--- config.mk ---
export PLATFORM = sky130hd
export DESIGN_NAME = tsd_fifo
export DESIGN_NICKNAME = d
export VERILOG_FILES = /design/src/hdl/tsd_fifo.sv
export SDC_FILE = /design/constraint.sdc
export NUM_CORES = 1
export LEC_CHECK = 0
export BUFFER_PORTS_ARGS = -buffer_cell sky130_fd_sc_hd__buf_4
export CAP_MARGIN = 20
export CORE_AREA = 2 2 44 46
export DETAILED_ROUTE_END_ITERATION = 10
export DIE_AREA = 0 0 46 48
export PLACE_DENSITY = 0.73
export SLEW_MARGIN = 10
export SYNTH_ARGS = -nofsm -noshare
export SYNTH_HDL_FRONTEND = slang
export SYNTH_SLANG_ARGS = --single-unit
export TNS_END_PERCENT = 1
--- constraint.sdc ---
create_clock -name clk -period 1.61 [get_ports clk]
set_input_delay 0.161 -clock clk [delete_from_list [all_inputs] [get_ports clk]]
set_output_delay 0.161 -clock clk [all_outputs]
set_load 0.02 [all_outputs]
--- src/hdl/tsd_fifo.sv ---
`timescale 1ns / 1ps
// ----------------------------------------------------------------------------
// tsd_fifo: small synchronous queue
// Flop-based first-in first-out buffer with full and empty flags.
// ----------------------------------------------------------------------------
module tsd_fifo #(
  parameter int W     = 8,
  parameter int DEPTH = 2
) (
  input  logic         clk,
  input  logic         rst_n,
  input  logic         push,
  input  logic [W-1:0] din,
  output logic         full,
  input  logic         pop,
  output logic [W-1:0] dout,
  output logic         empty
);

  localparam int PW = (DEPTH > 1) ? $clog2(DEPTH) : 1;
  localparam int CW = $clog2(DEPTH + 1);

  logic [W-1:0]  buf_r [DEPTH];
  logic [PW-1:0] wr_ptr_r, wr_ptr_nxt;
  logic [PW-1:0] rd_ptr_r, rd_ptr_nxt;
  logic [CW-1:0] count_r, count_nxt;
  logic          do_push, do_pop;

  assign full    = (count_r == CW'(DEPTH));
  assign empty   = (count_r == '0);
  assign do_push = push && !full;
  assign do_pop  = pop && !empty;
  assign dout    = buf_r[rd_ptr_r];

  always_comb begin
    wr_ptr_nxt = wr_ptr_r;
    rd_ptr_nxt = rd_ptr_r;
    count_nxt  = count_r;
    if (do_push) begin
      wr_ptr_nxt = (wr_ptr_r == PW'(DEPTH - 1)) ? '0 : wr_ptr_r + 1'b1;
    end
    if (do_pop) begin
      rd_ptr_nxt = (rd_ptr_r == PW'(DEPTH - 1)) ? '0 : rd_ptr_r + 1'b1;
    end
    if (do_push && !do_pop) begin
      count_nxt = count_r + 1'b1;
    end else if (do_pop && !do_push) begin
      count_nxt = count_r - 1'b1;
    end
  end

  always_ff @(posedge clk) begin
    if (!rst_n) begin
      wr_ptr_r <= '0;
      rd_ptr_r <= '0;
      count_r  <= '0;
    end else begin
      wr_ptr_r <= wr_ptr_nxt;
      rd_ptr_r <= rd_ptr_nxt;
      count_r  <= count_nxt;
    end
  end

  always_ff @(posedge clk) begin
    if (do_push) begin
      buf_r[wr_ptr_r] <= din;
    end
  end

endmodule

After elaboration in Yosys (flattened, before gate mapping) --
Memory sizes are Yosys's and may differ from the RTL's. A register that Yosys moved wholly into a read port is not among the register bits. Cells that the tools add are included.
Operators by class: reductions and logical operators 10, eq/ne operators 1, add/subtract/negate cells 4, mux-type cells 8
Operators with widths (number):
- 1-bit 2-to-1 mux | 6
- 1-bit logical AND | 4
- 1-bit zero test | 4
- 2-bit 2-to-1 mux | 2
- 1-bit adder, second input constant | 2
- 2-bit by 1-bit adder with 2-bit output, second input constant | 1
- 2-bit == test, second input constant | 1
- 2-bit zero test | 1
- 2-bit nonzero test | 1
- 2-bit by 1-bit subtractor with 2-bit output, second input constant | 1
Storage, ports and cells: output and inout port bits 10, memories 1, RAM bits 16, word-level logic and storage cells 27, flip-flop bits (word level) 4
Memory list:
- buf_r | words 2, bits a word 8, read ports 1, clocked after memory_dff 1, wr ports 1, line 23 | logic [W-1:0] buf_r [DEPTH];

Logic depth before layout (Yosys ltp) --
depth in word-level cells 7, gate-level depth with buffers 7, gate-level depth less buffers 7

Least setup slack after synthesis --
No wires, ideal clock.
kind flip-flop to flip-flop, start point register count_r[0], end point register count_r[1], buffers on the path 0, data arrival time 1.444 ns, path slack 0.096 ns, period minus slack after synthesis 1.514 ns, library setup time 0.070 ns, stages on the path, launching flop included 7, path through dfxtp_1 > nand2b_1 > inv_2 > nor2_1 > ha_1 > or3_1 > a21boi_1
On the way: longest elaborated chain between the ends 6, elaborated cells on any way between the ends 15, classes of those cells 2 x add/sub; 1 x eq/ne; 2 x mux; 10 x reduce/logical
RTL lines:
- start, declared | line 26 | logic [CW-1:0] count_r, count_nxt;
- start signal, assigned | line 60 | count_r <= count_nxt;
- 2-bit == test (*) | line 29 | assign full = (count_r == CW'(DEPTH));
- named net full | line 14 | output logic full,
- 1-bit zero test (*) | line 31 | assign do_push = push && !full;
- 1-bit logical AND (*) | line 31
- 1-bit zero test | line 47 | end else if (do_pop && !do_push) begin
- 1-bit logical AND | line 47
- 2-bit nonzero test (no line)
The timed path passes the listed nets; every way through them passes the cells marked *. The select of a mux whose other input is x is not followed. A chain may end at the register's enable or synchronous reset.

Worst setup path after layout --
start point register count_r[0], end point register count_r[1]
On the way: longest elaborated chain between the ends 6, elaborated cells on any way between the ends 15, classes of those cells 2 x add/sub; 1 x eq/ne; 2 x mux; 10 x reduce/logical
RTL lines (line):
- 2-bit == test / 2-bit zero test (equally long branches) | 29, 30
- 1-bit zero test, on equally long branches | 31, 32
- 1-bit logical AND, on equally long branches | 31, 32
- 1-bit zero test, on equally long branches | 47, 45
- 1-bit logical AND, on equally long branches | 47, 45
- 2-bit nonzero test (no line) / 2-bit 2-to-1 mux (equally long branches)
Several ways; a longest one is shown, not always the timed one. The select of a mux whose other input is x is not followed.

==> run metrics <==
outcome completed; CTS tree yes; clock sinks 21; register area share after synthesis 71.7%; die height 48 um; post-synthesis simple-gate area fraction 6.80%; initial DRC count 4; Final HPWL DP 878 um; CP Cell Sequence nand2b_1 > inv_2 > nor2_1 > ha_1 > or3_1 > a21boi_1; num rows 15; WP data required 1.83 ns; element type at the critical path start flop; maximum clock rate 653 MHz; ranking of synthesized cells by area edfxtp_1 (59%), dfxtp_1 (12%), mux2_2 (11%), and2_1 (2.3%), xnor2_1 (2.2%); Placeable Area 0.00169 mm2; first-pass GRT wire length 1760 um; Max VDD drop 0.960 mV; WL per Instance 12.7 um; most common cell after layout, fill and taps aside buf_4; Avg Inst Size Synth 16.2 um2; NumNets Final 89; HP Class primary input to flop; Worst-Skew Late Latency 0.29 ns; Layout Utilization 60.4%; die width 46 um; largest family of logic cells by synthesized area multiplexers; worst rel slew slack 74.3%; post-synthesis mux area share 11.1%; reg2reg setup slack 0.08 ns; Place WS 0.0465 ns; Yosys reg bits 21; largest net degree at the start of global routing 12; pwr dens 1560 mW/mm2; drt pass-1 iters 4; Yosys warning total 0; drt via density 4.98; die area 0.00221 mm2; Final WS setup 0.0791 ns; Worst Tran Pin Value 0.385 ns; root buffer cell clkbuf_4; total track usage 12.1%; worst stage delay on the critical path 0.36 ns; max_cap viols 0; Pwr Total 0.00159 W; drt drc 0; XOR/XNOR share of the synthesized area 3.25%; RSZ-0062 raised after global routing yes; Final Setup Violations 0; clk buf depth 2; CTS buffer count 3; grt total ovfl 0; P&R area growth vs syn 26.0%; Worst-path clk slew 0.10 ns; CTS HTree Levels 1; Fin. Hold Viols 0; worst-path fanout max 5; Post-Syn Instances 50; Vias 458; share of layout cells above drive strength 1 49.3%; Port-buffer cells 21; vias in the first global route 413; total leakage power 0.402 nW; max-slew violation count 0; post-synth top area share 59.4%; Netlist cell types 20; crit path time final 1.53 ns; fin crit share 95.1%; initial antenna violation count 0; Post-DRT Antenna Nets 0; commonest cells after routing, fill and taps aside buf_4 (22), edfxtp_1 (16), mux2_2 (8); Crit-path slowest cell dfxtp_2; post-synthesis adder-cell area fraction 1.55%; diode count 0; Setup Skew 0.00172 ns; Syn Nets 63; Ports 22; hold_ws 0.0489 ns; Starting Density 47.9%; synthesized cell area 810 um2; worst setup path class flop to flop; Total Wirelength 1170 um; Critical Path End Type flop; Worst Path Arrival 1.76 ns; dominant cell type by area after synthesis edfxtp_1; routability cong. 0.670; Compound-Gate Fraction of Synth Area 4.02%
worst paths after layout:
path / to / depth (start not counted) / startpoint
worst max-delay path: count_r[1]$_SDFFE_PN0P_ / 6 / count_r[0]$_SDFFE_PN0P_
worst min-delay path: buf_r[1][5]$_DFFE_PP_ / 1 / din[5]
worst max register to register: count_r[1]$_SDFFE_PN0P_ / 6 / count_r[0]$_SDFFE_PN0P_
worst min register to register: count_r[1]$_SDFFE_PN0P_ / 2 / count_r[1]$_SDFFE_PN0P_
kinds of logic (layout without fill, tap and decap cells):
logic type	count (synthesis)	after routing
adder cells (fa/ha/maj)	1	1
AND/OR/NAND/NOR	9	9
buffers and inverters	3	28
multiplexers	8	8
flip-flops	21	21
AO/OA/AOI/OAI	5	5
XOR/XNOR	3	3
what timing repair did:
action / in CTS / in global routing
hold buffers: 0 / 0
buffers inserted: 0 / 0
gates resized for setup: 0 / 2
endpoints found under the setup margin: 0 / 9
synth_stat cells (all sizes together):
library cell	instances
o21a	1
dfxtp	5
edfxtp	16
xnor2	2
mux2	8
o21ai	2
inv	2
and2	3
a21boi	2
nor3	1
buf	1
nand2b	1
ha	1
or3	1
and3	1
nor2	2
xor2	1
layout make-up:
class | instances | area [um2]
clock buffer | 4 | 26.3
tap | 17 | 21.3
multi-input combinational | 26 | 216
fill | 139 | 669
timing repair buffer | 22 | 165
inverter | 2 | 7.51
sequential | 21 | 583
flip-flops by register name (all words and copies together), names as in the netlist, named ones only:
| signal | flops |
|---|---|
| buf_r | 16 |
| rd_ptr_r | 1 |
| count_r | 2 |
| wr_ptr_r | 1 |
routing by layer:
metal | vias up | track usage [%] | wire, um
met5 | - | 0 | 0
met4 | 0 | 6.86 | 0
met3 | 0 | 3.40 | 95
met2 | 14 | 20.3 | 596
met1 | 212 | 13.8 | 475
li1 | 232 | - | -
worst max-delay path: cells and delay by family (launching register included):
kind / cells / cell delay (ns)
flip-flops: 1 / 0.36
AND/OR/NAND/NOR: 3 / 0.56
adder cells (fa/ha/maj): 1 / 0.30
AO/OA/AOI/OAI: 1 / 0.15
buffers and inverters: 1 / 0.09
where the power goes:
| group | internal [W] | total [W] | switching, W | leakage [nW] |
|---|---|---|---|---|
| clock | 0.0000962 | 0.000234 | 0.000138 | 0.0150 |
| combinational | 0.000301 | 0.000591 | 0.000290 | 0.196 |
| sequential | 0.000696 | 0.000768 | 0.0000721 | 0.191 |
| total | 0.00109 | 0.00159 | 0.000500 | 0.402 |
stage by stage:
| step | TNS, ns | cells | area (um2) |
|---|---|---|---|
| after floorplan | 0 | 50 | 810 |
| after global placement | 0 | 88 | 991 |
| after detailed placement | 0 | 88 | 991 |
| after CTS | 0 | 92 | 1020 |
| after global routing | -0.0254 | 92 | 1020 |
| final | 0 | 92 | 1020 |
No activity file was read; power rests on OpenSTA's default activity.
