## src/hdl/tsd_pkg.sv

```systemverilog
`timescale 1ns / 1ps
// ----------------------------------------------------------------------------
// tsd_pkg: shared types and constants of the threshold spike detector
// Field widths, register indexes, queue depths and the transaction structs
// that travel between the front end, the queues and the back end.
// ----------------------------------------------------------------------------
package tsd_pkg;

  localparam int NUM_CHANNELS_DEF = 64;
  localparam int CH_W       = 6;
  localparam int TIME_W     = 32;
  localparam int SMP_W      = 16;
  localparam int THR_W      = 15;
  localparam int THRSQ_W    = 31;
  localparam int CFG_DATA_W = 64;
  localparam int CFG_IDX_W  = 1;
  localparam int MID_DEPTH  = 4;
  localparam int OUT_DEPTH  = 2;

  typedef enum logic [CFG_IDX_W-1:0] {
    CFG_ENABLE_MASK = 1'b0,
    CFG_TIME_ORIGIN = 1'b1
  } tsd_cfg_idx_t;

  // Classified sample handed from the front end to the back end
  typedef struct packed {
    logic [CH_W-1:0]         ch;
    logic [TIME_W-1:0]       t;
    logic signed [SMP_W-1:0] y;
    logic [THR_W-1:0]        thr;
    logic                    start_hit;
    logic                    end_hit;
  } tsd_item_t;

  // Per-channel spike record kept in the back end memory
  typedef struct packed {
    logic signed [SMP_W-1:0] ext_val;
    logic [TIME_W-1:0]       ext_time;
    logic [TIME_W-1:0]       start_time;
  } tsd_state_t;

  // Finished spike report
  typedef struct packed {
    logic [CH_W-1:0]         ch;
    logic [TIME_W-1:0]       peak_time;
    logic [TIME_W-1:0]       width;
    logic signed [SMP_W-1:0] height;
    logic [THR_W-1:0]        thr;
  } tsd_result_t;

endpackage

```

## src/hdl/tsd_front.sv

```systemverilog
`timescale 1ns / 1ps
// ----------------------------------------------------------------------------
// tsd_front: sample intake and classification
// Accepts samples, drops disabled or out-of-range channels, squares the
// sample and tags it with the start and end threshold tests.
// ----------------------------------------------------------------------------
module tsd_front
  import tsd_pkg::*;
#(
  parameter int NUM_CHANNELS = NUM_CHANNELS_DEF
) (
  input  logic                    clk,
  input  logic                    rst_n,
  input  logic                    in_push,
  output logic                    in_full,
  input  logic [CH_W-1:0]         in_channel,
  input  logic [TIME_W-1:0]       in_sample_time,
  input  logic signed [SMP_W-1:0] in_filtered_sample,
  input  logic [THR_W-1:0]        in_threshold,
  input  logic [THRSQ_W-1:0]      in_threshold_squared,
  input  logic [CFG_DATA_W-1:0]   enable_mask,
  output logic                    item_vld,
  output tsd_item_t               item,
  input  logic                    item_rdy
);

  localparam int SQ_W = 2 * SMP_W - 1;
  localparam int PR_W = THRSQ_W + 3;

  logic                    s1_vld_r, s1_vld_nxt;
  logic [CH_W-1:0]         s1_ch_r;
  logic [TIME_W-1:0]       s1_t_r;
  logic signed [SMP_W-1:0] s1_y_r;
  logic [THR_W-1:0]        s1_thr_r;
  logic [THRSQ_W-1:0]      s1_thsq_r;
  logic [SQ_W-1:0]         s1_y2_r;

  logic                    accept, keep;
  logic [SMP_W-1:0]        ymag;
  logic [SQ_W-1:0]         y2;
  logic [PR_W-1:0]         y2x10, thsq7;

  assign in_full = s1_vld_r && !item_rdy;
  assign accept  = in_push && !in_full;
  assign keep    = (32'(in_channel) < NUM_CHANNELS) && enable_mask[in_channel];

  assign ymag = in_filtered_sample[SMP_W-1] ? SMP_W'(-in_filtered_sample)
                                            : SMP_W'(in_filtered_sample);
  assign y2   = SQ_W'({{(SQ_W-SMP_W){1'b0}}, ymag} * {{(SQ_W-SMP_W){1'b0}}, ymag});

  // Hysteresis end test in integers: y*y*10 < thr_sq*7
  assign y2x10 = (PR_W'(s1_y2_r) << 3) + (PR_W'(s1_y2_r) << 1);
  assign thsq7 = (PR_W'(s1_thsq_r) << 3) - PR_W'(s1_thsq_r);

  always_comb begin
    s1_vld_nxt = s1_vld_r;
    if (accept) begin
      s1_vld_nxt = keep;
    end else if (item_rdy) begin
      s1_vld_nxt = 1'b0;
    end
  end

  always_ff @(posedge clk) begin
    if (!rst_n) begin
      s1_vld_r <= 1'b0;
    end else begin
      s1_vld_r <= s1_vld_nxt;
    end
  end

  always_ff @(posedge clk) begin
    if (accept) begin
      s1_ch_r   <= in_channel;
      s1_t_r    <= in_sample_time;
      s1_y_r    <= in_filtered_sample;
      s1_thr_r  <= in_threshold;
      s1_thsq_r <= in_threshold_squared;
      s1_y2_r   <= y2;
    end
  end

  assign item_vld       = s1_vld_r;
  assign item.ch        = s1_ch_r;
  assign item.t         = s1_t_r;
  assign item.y         = s1_y_r;
  assign item.thr       = s1_thr_r;
  assign item.start_hit = (PR_W'(s1_y2_r) > PR_W'(s1_thsq_r));
  assign item.end_hit   = (y2x10 < thsq7);

endmodule

```

## config.mk

```make
export PLATFORM = sky130hd
export DESIGN_NAME = tsd_front
export DESIGN_NICKNAME = d
export VERILOG_FILES = /design/src/hdl/tsd_pkg.sv /design/src/hdl/tsd_front.sv
export SDC_FILE = /design/constraint.sdc
export NUM_CORES = 1
export LEC_CHECK = 0
export BUFFER_PORTS_ARGS = -buffer_cell sky130_fd_sc_hd__buf_2
export CAP_MARGIN = 20
export CORE_ASPECT_RATIO = 0.8
export CORE_UTILIZATION = 31
export CTS_CLUSTER_SIZE = 10
export DETAILED_ROUTE_END_ITERATION = 6
export SYNTH_ARGS = -nofsm -noshare
export SYNTH_HDL_FRONTEND = slang
export SYNTH_SLANG_ARGS = --single-unit
```

## constraint.sdc

```tcl
create_clock -name clk -period 15.1 [get_ports clk]
set_clock_uncertainty 0.1 [all_clocks]
set_input_delay 3.02 -clock clk [delete_from_list [all_inputs] [get_ports clk]]
set_output_delay 3.02 -clock clk [all_outputs]
set_load 0.01 [all_outputs]
```

== Yosys cells after proc, flatten, opt, wreduce, memory -nomap -nowiden ==
Cells that the tools add are included.

* Div/mod/pow operators: 0
* Bitwise logic cells: 0
* Reduce and logical (&&, ||, !) cells: 5
* Mux-type cells: 5
* Multiply operators: 1
* Shifts and indexed selects: 0
* Equal/unequal tests: 0
* $lt $le $gt $ge: 3
* $add $sub $neg: 3

{| class="wikitable"
|+ Operators with widths
! operator !! number
|-
| adder 34 x 32 -> 34 bit || 1
|-
| < comparator 34 bit || 1
|-
| subtractor 34 x 31 -> 34 bit || 1
|-
| greater-than comparator 31 bit || 1
|-
| multiplier 16 x 16 -> 31 bit || 1
|-
| 2-to-1 mux 16 bit || 1
|-
| negator 16 bit || 1
|-
| < comparator 6 x 7 -> 1 bit, second input constant || 1
|-
| binary-select mux 1 bit (select 6 bit) || 1
|-
| 2-to-1 mux 1 bit || 3
|-
| logical AND 1 bit || 2
|-
| zero test 1 bit || 2
|-
| nonzero test 2 bit || 1
|}

* Logic and storage cells: 24
* Bits in registers: 132
* ROM bits: 0
* Latch bits: 0
* Memories: 0
* Bits in writable memories: 0
* Output and inout bits: 73

== Logic depth before layout (Yosys ltp) ==
Gate-level depths: netlist (run 1).

* Depth in word-level cells: 5
* Mapped depth: 31

== Worst setup path after synthesis (run 1) ==
OpenSTA, ideal clock, no wires.

* Path kind: input to register
* From: in in_filtered_sample[0]
* To: reg s1_y2_r[29], data pin
* Buffers on the path: 3
* Slack: 4.520 ns
* Cell stages on the path: 28
* Required time: 14.735 ns
* Data arrival time: 10.214 ns
* Path through: inv_1 -> clkbuf_1 -> ha_1 -> or3b_2 -> o31ai_2 -> nand2_1 -> xnor2_1 -> inv_1 -> clkbuf_1 -> nand2_1 -> fa_1 -> fa_1 -> inv_1 -> fa_1 -> fa_1 -> fa_1 -> inv_1 -> fa_1 -> inv_1 -> ha_1 -> clkbuf_1 -> a21o_1 -> a21o_1 -> a211oi_1 -> o21ai_0 -> a21oi_1 -> a41oi_1 -> xor2_1

* Word-level cells in the longest chain between the ends: 3

{| class="wikitable"
|+ RTL lines
! item !! RTL line !! source
|-
| start, declared || tsd_front.sv:18 || <nowiki>input logic signed [SMP_W-1:0] in_filtered_sample,</nowiki>
|-
| negator 16 bit || tsd_front.sv:47 || <nowiki>assign ymag = in_filtered_sample[SMP_W-1] ? SMP_W'(-in_filtered_sample)</nowiki>
|-
| 2-to-1 mux 16 bit * || tsd_front.sv:47 ||
|-
| multiplier 16 x 16 -> 31 bit * || tsd_front.sv:49 || <nowiki>assign y2 = SQ_W'({{(SQ_W-SMP_W){1'b0}}, ymag} * {{(SQ_W-SMP_W){1'b0}}, ymag});</nowiki>
|-
| via y2[29] || tsd_front.sv:40 || <nowiki>logic [SQ_W-1:0] y2;</nowiki>
|-
| end signal, assigned || tsd_front.sv:79 || <nowiki>s1_y2_r <= y2;</nowiki>
|-
| end, declared || tsd_front.sv:36 || <nowiki>logic [SQ_W-1:0] s1_y2_r;</nowiki>
|}

Mark *: on every way through the listed nets, which the timed path passes. The rest lies on a longest branch.
A chain may end at the register's enable or synchronous reset.

== Worst setup path after layout (run 1) ==
* From: in in_filtered_sample[0]
* To: reg s1_y2_r[30], data pin

The elaborated chain is that of the path after synthesis.

==> impl_metrics.toml, run 1 <==
[sta]
period_needed_ns = 11.11
fmax_mhz = 90.0
timing.final.crit_share_pct = 73.6
rsz0062_at_grt = "no"
tightest_slew_ns = 1.06
setup_viol = 0
slew_violations = 0
tns_ns = 0
slew-limit-headroom_pct = 28.6
hold_viol = 0

[setup_path]
crit_path_frequent_cell = "inv_1"
path_delay_family = "adder cells"
cpPeakStageDelay_ns = 0.72
crit_fanout = 17
worstReg2RegStart = "item_vld"
rr_worst_depth = 3
crit_end = "s1_y2_r[30]"
timing.rr.end = "s1_y_r[7]"
r2r_slack_ns = 13.23
worstPathRequired_ns = 15.21
cp_slowest_cell = "xnor2_1"
crit_type = "in2reg"
worstSetupPathDepth = 30
cp-end-kind = "flip-flop"
start_kind = "primary input"
cp_num_buf_inv = 10
arrival_ns = 11.22
crit_path_start = "in_filtered_sample[0]"

[cells_and_area]
area_delta_synth_final_pct = 16.8
final_util_pct = 36.8
drive_above_1_share_pct = 17.3
antennaDiodeCount = 0
final_common_cell = "inv_1"
mostFrequentLayoutCells = "295 x inv_1, 240 x buf_2, 213 x ha_1, 164 x fa_1, 129 x edfxtp_1"
fin_nets = 2337

[logic_synthesis]
synth_compound_area_share_pct = 11.6
synthTopCellsByArea = "edfxtp_1 25%, fa_1 21%, ha_1 17%, inv_1 7.1%, xnor2_1 3.4%"
ys.flop_type = "edfxtp_1"
seq_area_frac_synth_pct = 24.9
yosys.area.top_type_share_pct = 24.7
yosysWarningCount = 0
synth_area_um2 = 15700
synth.area.mux_share_pct = 3.02
synth_cells = 1538
synth_edf_count = 129
synth_fa_ha_area_share_pct = 38.0
ys_async_sr_fraction_pct = 0
synth-simple-area-share_pct = 9.17
synth_top_area_cell = "edfxtp_1"
synth-seq-cells = 130
avgSynthCellArea_um2 = 10.2
synth_top_family_by_area = "adder cells"
synth-xor-area-share_pct = 5.64
yosysUniqueCellTypes = 68

[global_routing]
grt.total_usage_pct = 16.0
grt_overflow = 0
antenna_found_initial = 0
grt_pass1_vias = 12300
grt_max_degree = 78
grt_pass1_wl_um = 64400

[clock_network]
hold_buffers = 0
path_clk_slew_ns = 0.08
postCtsResizedCells = 0
clockRootBuffer = "clkbuf_16"
cts_tree = "built"
cts_setup_buffers = 0
clkLatencyLatePin_ns = 0.43
cts_buffer_depth = 2
h-tree-depth = 4
numCtsBuffers = 17
cts_sinks = 130

[route]
wl_um = 39600
wl_per_cell_um = 16.0
drt_iter0_drc = 691
routed_via_density = 4.76
via_count = 11800
drc = 0
ant_nets = 0
dr.pass1.iters = 5

[place]
gp_congestion = 0.908
dp_hpwl_um = 33400
port_buffers = 240

[floorplan]
core-area_um2 = 49800
row_count = 73
die_h_um = 203
dieArea_um2 = 51400
io_pins = 241
start_util_pct = 31.5
die-width_um = 253

[hold_path]
whs_path_depth = 3
hp-class = "reg2reg"

[job]
maxCapViolations = 0

[outcome]
status = "finished, final reports clean"
[worst min path at each step]
stage | startpoint | end | slack (ns)
2_1_floorplan | item_vld | item_vld | 0.61
3_3_place_gp | item_vld | item_vld | 0.57
3_5_place_dp | item_vld | item_vld | 0.58
4_1_cts | item_vld | item_vld | 0.59
5_1_grt | item_vld | item_vld | 0.61
6_report | item_vld | item_vld | 0.59
[flip-flops by register name (all words and copies together) (netlist names)]
name,flops
s1_t_r,32
s1_thsq_r,31
s1_y2_r,29
s1_y_r,16
s1_thr_r,15
s1_ch_r,6
item_vld,1
[final cells by class]
class | count | area (um^2)
clock buffers | 17 | 425
clock inverters | 14 | 178
fillers | 4930 | 31500
inverters | 301 | 1130
multi-input cells | 1098 | 10600
flip-flops and latches | 130 | 3890
well taps | 675 | 845
repair buffers | 244 | 1230
[worst min-delay path, stage by stage (launching register included)]
cell	delay, ns
dfxtp_1	0.31
nor2b_1	0.17
a21oi_1	0.12
nor2b_1	0.05
[cell usage after synthesis (3+ instances only)]
master,n
o21a_1,12
inv_2,3
nand2_1,110
nor2b_1,10
nand3_1,13
o211a_1,5
a21o_1,63
ha_1,213
nand2b_1,12
o2111ai_1,4
a211oi_1,11
a31oi_1,4
or3_1,6
and4_1,3
o21ai_0,47
inv_1,295
clkbuf_1,14
nor2_1,98
xor2_1,39
fa_1,164
nor3_1,17
o211ai_1,7
nor4_1,3
a21oi_1,76
o31ai_1,5
or2_2,4
a2111oi_0,3
or4_1,3
and2_1,4
edfxtp_1,129
a21boi_0,4
nand4_1,18
and3_1,7
o21bai_1,10
clkinv_1,3
xnor2_1,60
mux4_2,21
[layer usage]
metal	share of wire [%]	GRT usage [%]
met1	50	23.9
met2	42	23.0
met3	6.5	3.54
met4	1.4	3.74
met5	0	0
[stage by stage]
step	hold slack [ns]	cell area, um^2	instances	worst slack (ns)
global placement	0.569	17700	2447	3.80
detailed placement	0.583	17700	2447	3.61
finish	0.585	18300	2479	3.99
CTS	0.589	18300	2478	4.09
floorplan	0.605	15700	1547	4.52
global route	0.613	18300	2479	3.54
[cell families after synthesis]
group | count (synthesis)
buffers and inverters | 319
DFF | 130
muxes | 21
adders and majority gates | 377
xor gates and xnor gates | 100
AOI/OAI and AO/OA | 275
and+or+nand+nor | 314
other | 2
Power of run 1 is left out: the tool's default activity adds up to more than one toggle a clock period on the data nets, which glitch-free logic cannot reach.
==> run 2: changes to the inputs <==
Clock period 15.1 ns to 11.7 ns, I/O delays scaled along.
==> run 2 against run 1 <==
- clock-buffer cell count unchanged
- die area unchanged
- flip-flop and latch count unchanged
- worst hold slack got worse by 0.011 ns
- sequential share of layout area about the same
- non-clock buffer count increased by 1
- register-to-register slack got worse by 3.4 ns
- global-route usage decreased by 0.38 points
- critical path type unchanged
- critical endpoint unchanged
==> impl_metrics.toml, run 2 (synthesis gave the netlist of run 1 again) <==
[setup_path]
rr_worst_depth = 3
timing.rr.end = "s1_y_r[14]"
crit_fanout = 17
crit_type = "in2reg"
worstPathRequired_ns = 11.77
r2r_slack_ns = 9.83
start_kind = "primary input"
cp-end-kind = "flip-flop"
worstReg2RegStart = "item_vld"
arrival_ns = 10.45

[place]
gp_congestion = 0.906
dpl-instance-area_um2 = 17700
pre_cts_ws_ns = 0.997
dp_hpwl_um = 32800
port_buffers = 240

[global_routing]
grt_pass1_vias = 12100
grt.total_usage_pct = 15.6
antenna_found_initial = 1
grt_max_degree = 78
grt_overflow = 0
grt_pass1_wl_um = 63000

[sta]
slew-limit-headroom_pct = 29.5
hold_viol = 0
timing.final.crit_share_pct = 88.7
period_needed_ns = 10.38
fmax_mhz = 96.4
tightest_slew_ns = 1.05
rsz0062_at_grt = "no"
setup_slack_ns = 1.32
tns_ns = 0
slew_violations = 0
fin_hold_ws_ns = 0.574
setup_viol = 0

[cells_and_area]
area_delta_synth_final_pct = 16.7
mostFrequentLayoutCells = "295 x inv_1, 240 x buf_2, 213 x ha_1, 164 x fa_1, 129 x edfxtp_1"
largest_register_ffs = 32
top_regs = "s1_t_r x32, s1_thsq_r x31, s1_y2_r x29"
fin_nets = 2338
final_common_cell = "inv_1"
regMostFlops = "s1_t_r"
fin_area_um2 = 18300
drive_above_1_share_pct = 17.3

[clock_network]
clkLatencyLatePin_ns = 0.42
path_clk_slew_ns = 0.06
cts_tree = "built"
numCtsBuffers = 17
cts_sinks = 130
clockRootBuffer = "clkbuf_16"
postCtsResizedCells = 0
hold_buffers = 0
cts_setup_buffers = 0
h-tree-depth = 4
cts_buffer_depth = 2

[hold_path]
hp-class = "reg2reg"
min_to = "item_vld"
whs_path_depth = 3
holdCritStartpoint = "item_vld"

[floorplan]
core-area_um2 = 49800
row_count = 73
dieArea_um2 = 51400
die-width_um = 253
start_util_pct = 31.5
die_h_um = 203
io_pins = 241

[route]
drt_iter0_drc = 673
drc = 0
dr.pass1.iters = 6
wl_per_cell_um = 15.8
wl_um = 39100
routed_via_density = 4.70
ant_nets = 0
via_count = 11700

[job]
maxCapViolations = 0

[outcome]
status = "finished, final reports clean"
-- run 2: cell count changes in the layout (fill, tap and decap cells not counted), sizes merged --
cell / change
buf: +1
bufinv: -1
diode: +1
clkinv: +1
-- run 2: metal layers --
layer  part of all wire, %  global-route usage, %  vias to the layer above
li1                      -                      -                     5726
met5                     0                      0                        -
met4                  0.88                   2.86                        0
met1                    51                   23.2                     5617
met2                    42                   23.1                      284
met3                   5.5                   3.41                       30
-- run 2: how the worst max path moves through the flow --
stage | from | to | cells after the start | slack [ns]
after floorplan | in_filtered_sample[0] | s1_y2_r[29] | 28 | 1.80
after global placement | in_filtered_sample[0] | s1_y2_r[30] | 30 | 1.24
after detailed placement | in_filtered_sample[0] | s1_y2_r[30] | 27 | 1.0
after CTS | in_filtered_sample[0] | s1_y2_r[30] | 27 | 1.46
after global routing | in_filtered_sample[0] | s1_y2_r[30] | 27 | 0.85
final | in_filtered_sample[0] | s1_y2_r[30] | 27 | 1.32
-- run 2: final cells by class --
class | count | area (um^2)
Sequential cell | 130 | 3890
Timing Repair Buffer | 245 | 1240
Antenna cell | 1 | 2.50
Fill cell | 4983 | 31500
Clock buffer | 17 | 425
Tap cell | 675 | 845
Multi-Input combinational cell | 1098 | 10600
Clock inverter | 14 | 154
Inverter | 301 | 1130
-- run 2: critical path, cell delays in order --
cell and delay [ns]:
buf_2 0.14, inv_1 0.43, ha_1 0.26, or3b_2 0.47, o31ai_2 0.37, nand2_1 0.11
xor2_1 0.59, clkinv_1 0.49, nor2_1 0.36, fa_1 0.47, inv_1 0.08, fa_1 0.40
inv_1 0.08, fa_1 0.44, fa_1 0.50, fa_1 0.49, inv_1 0.05, fa_1 0.52
inv_1 0.04, ha_1 0.38, a211oi_1 0.33, nor2_1 0.07, a21oi_1 0.18, o211ai_1 0.14
a21oi_1 0.21, a21oi_1 0.13, a311o_1 0.34
-- run 2: metrics by stage --
stage / utilization (%) / std cells
after global routing: 36.7 / 2480
after global placement: 35.6 / 2449
after floorplan: - / 1547
final: 36.7 / 2481
after detailed placement: 35.6 / 2449
after CTS: 36.7 / 2480
Power of run 2 is left out for the same reason.
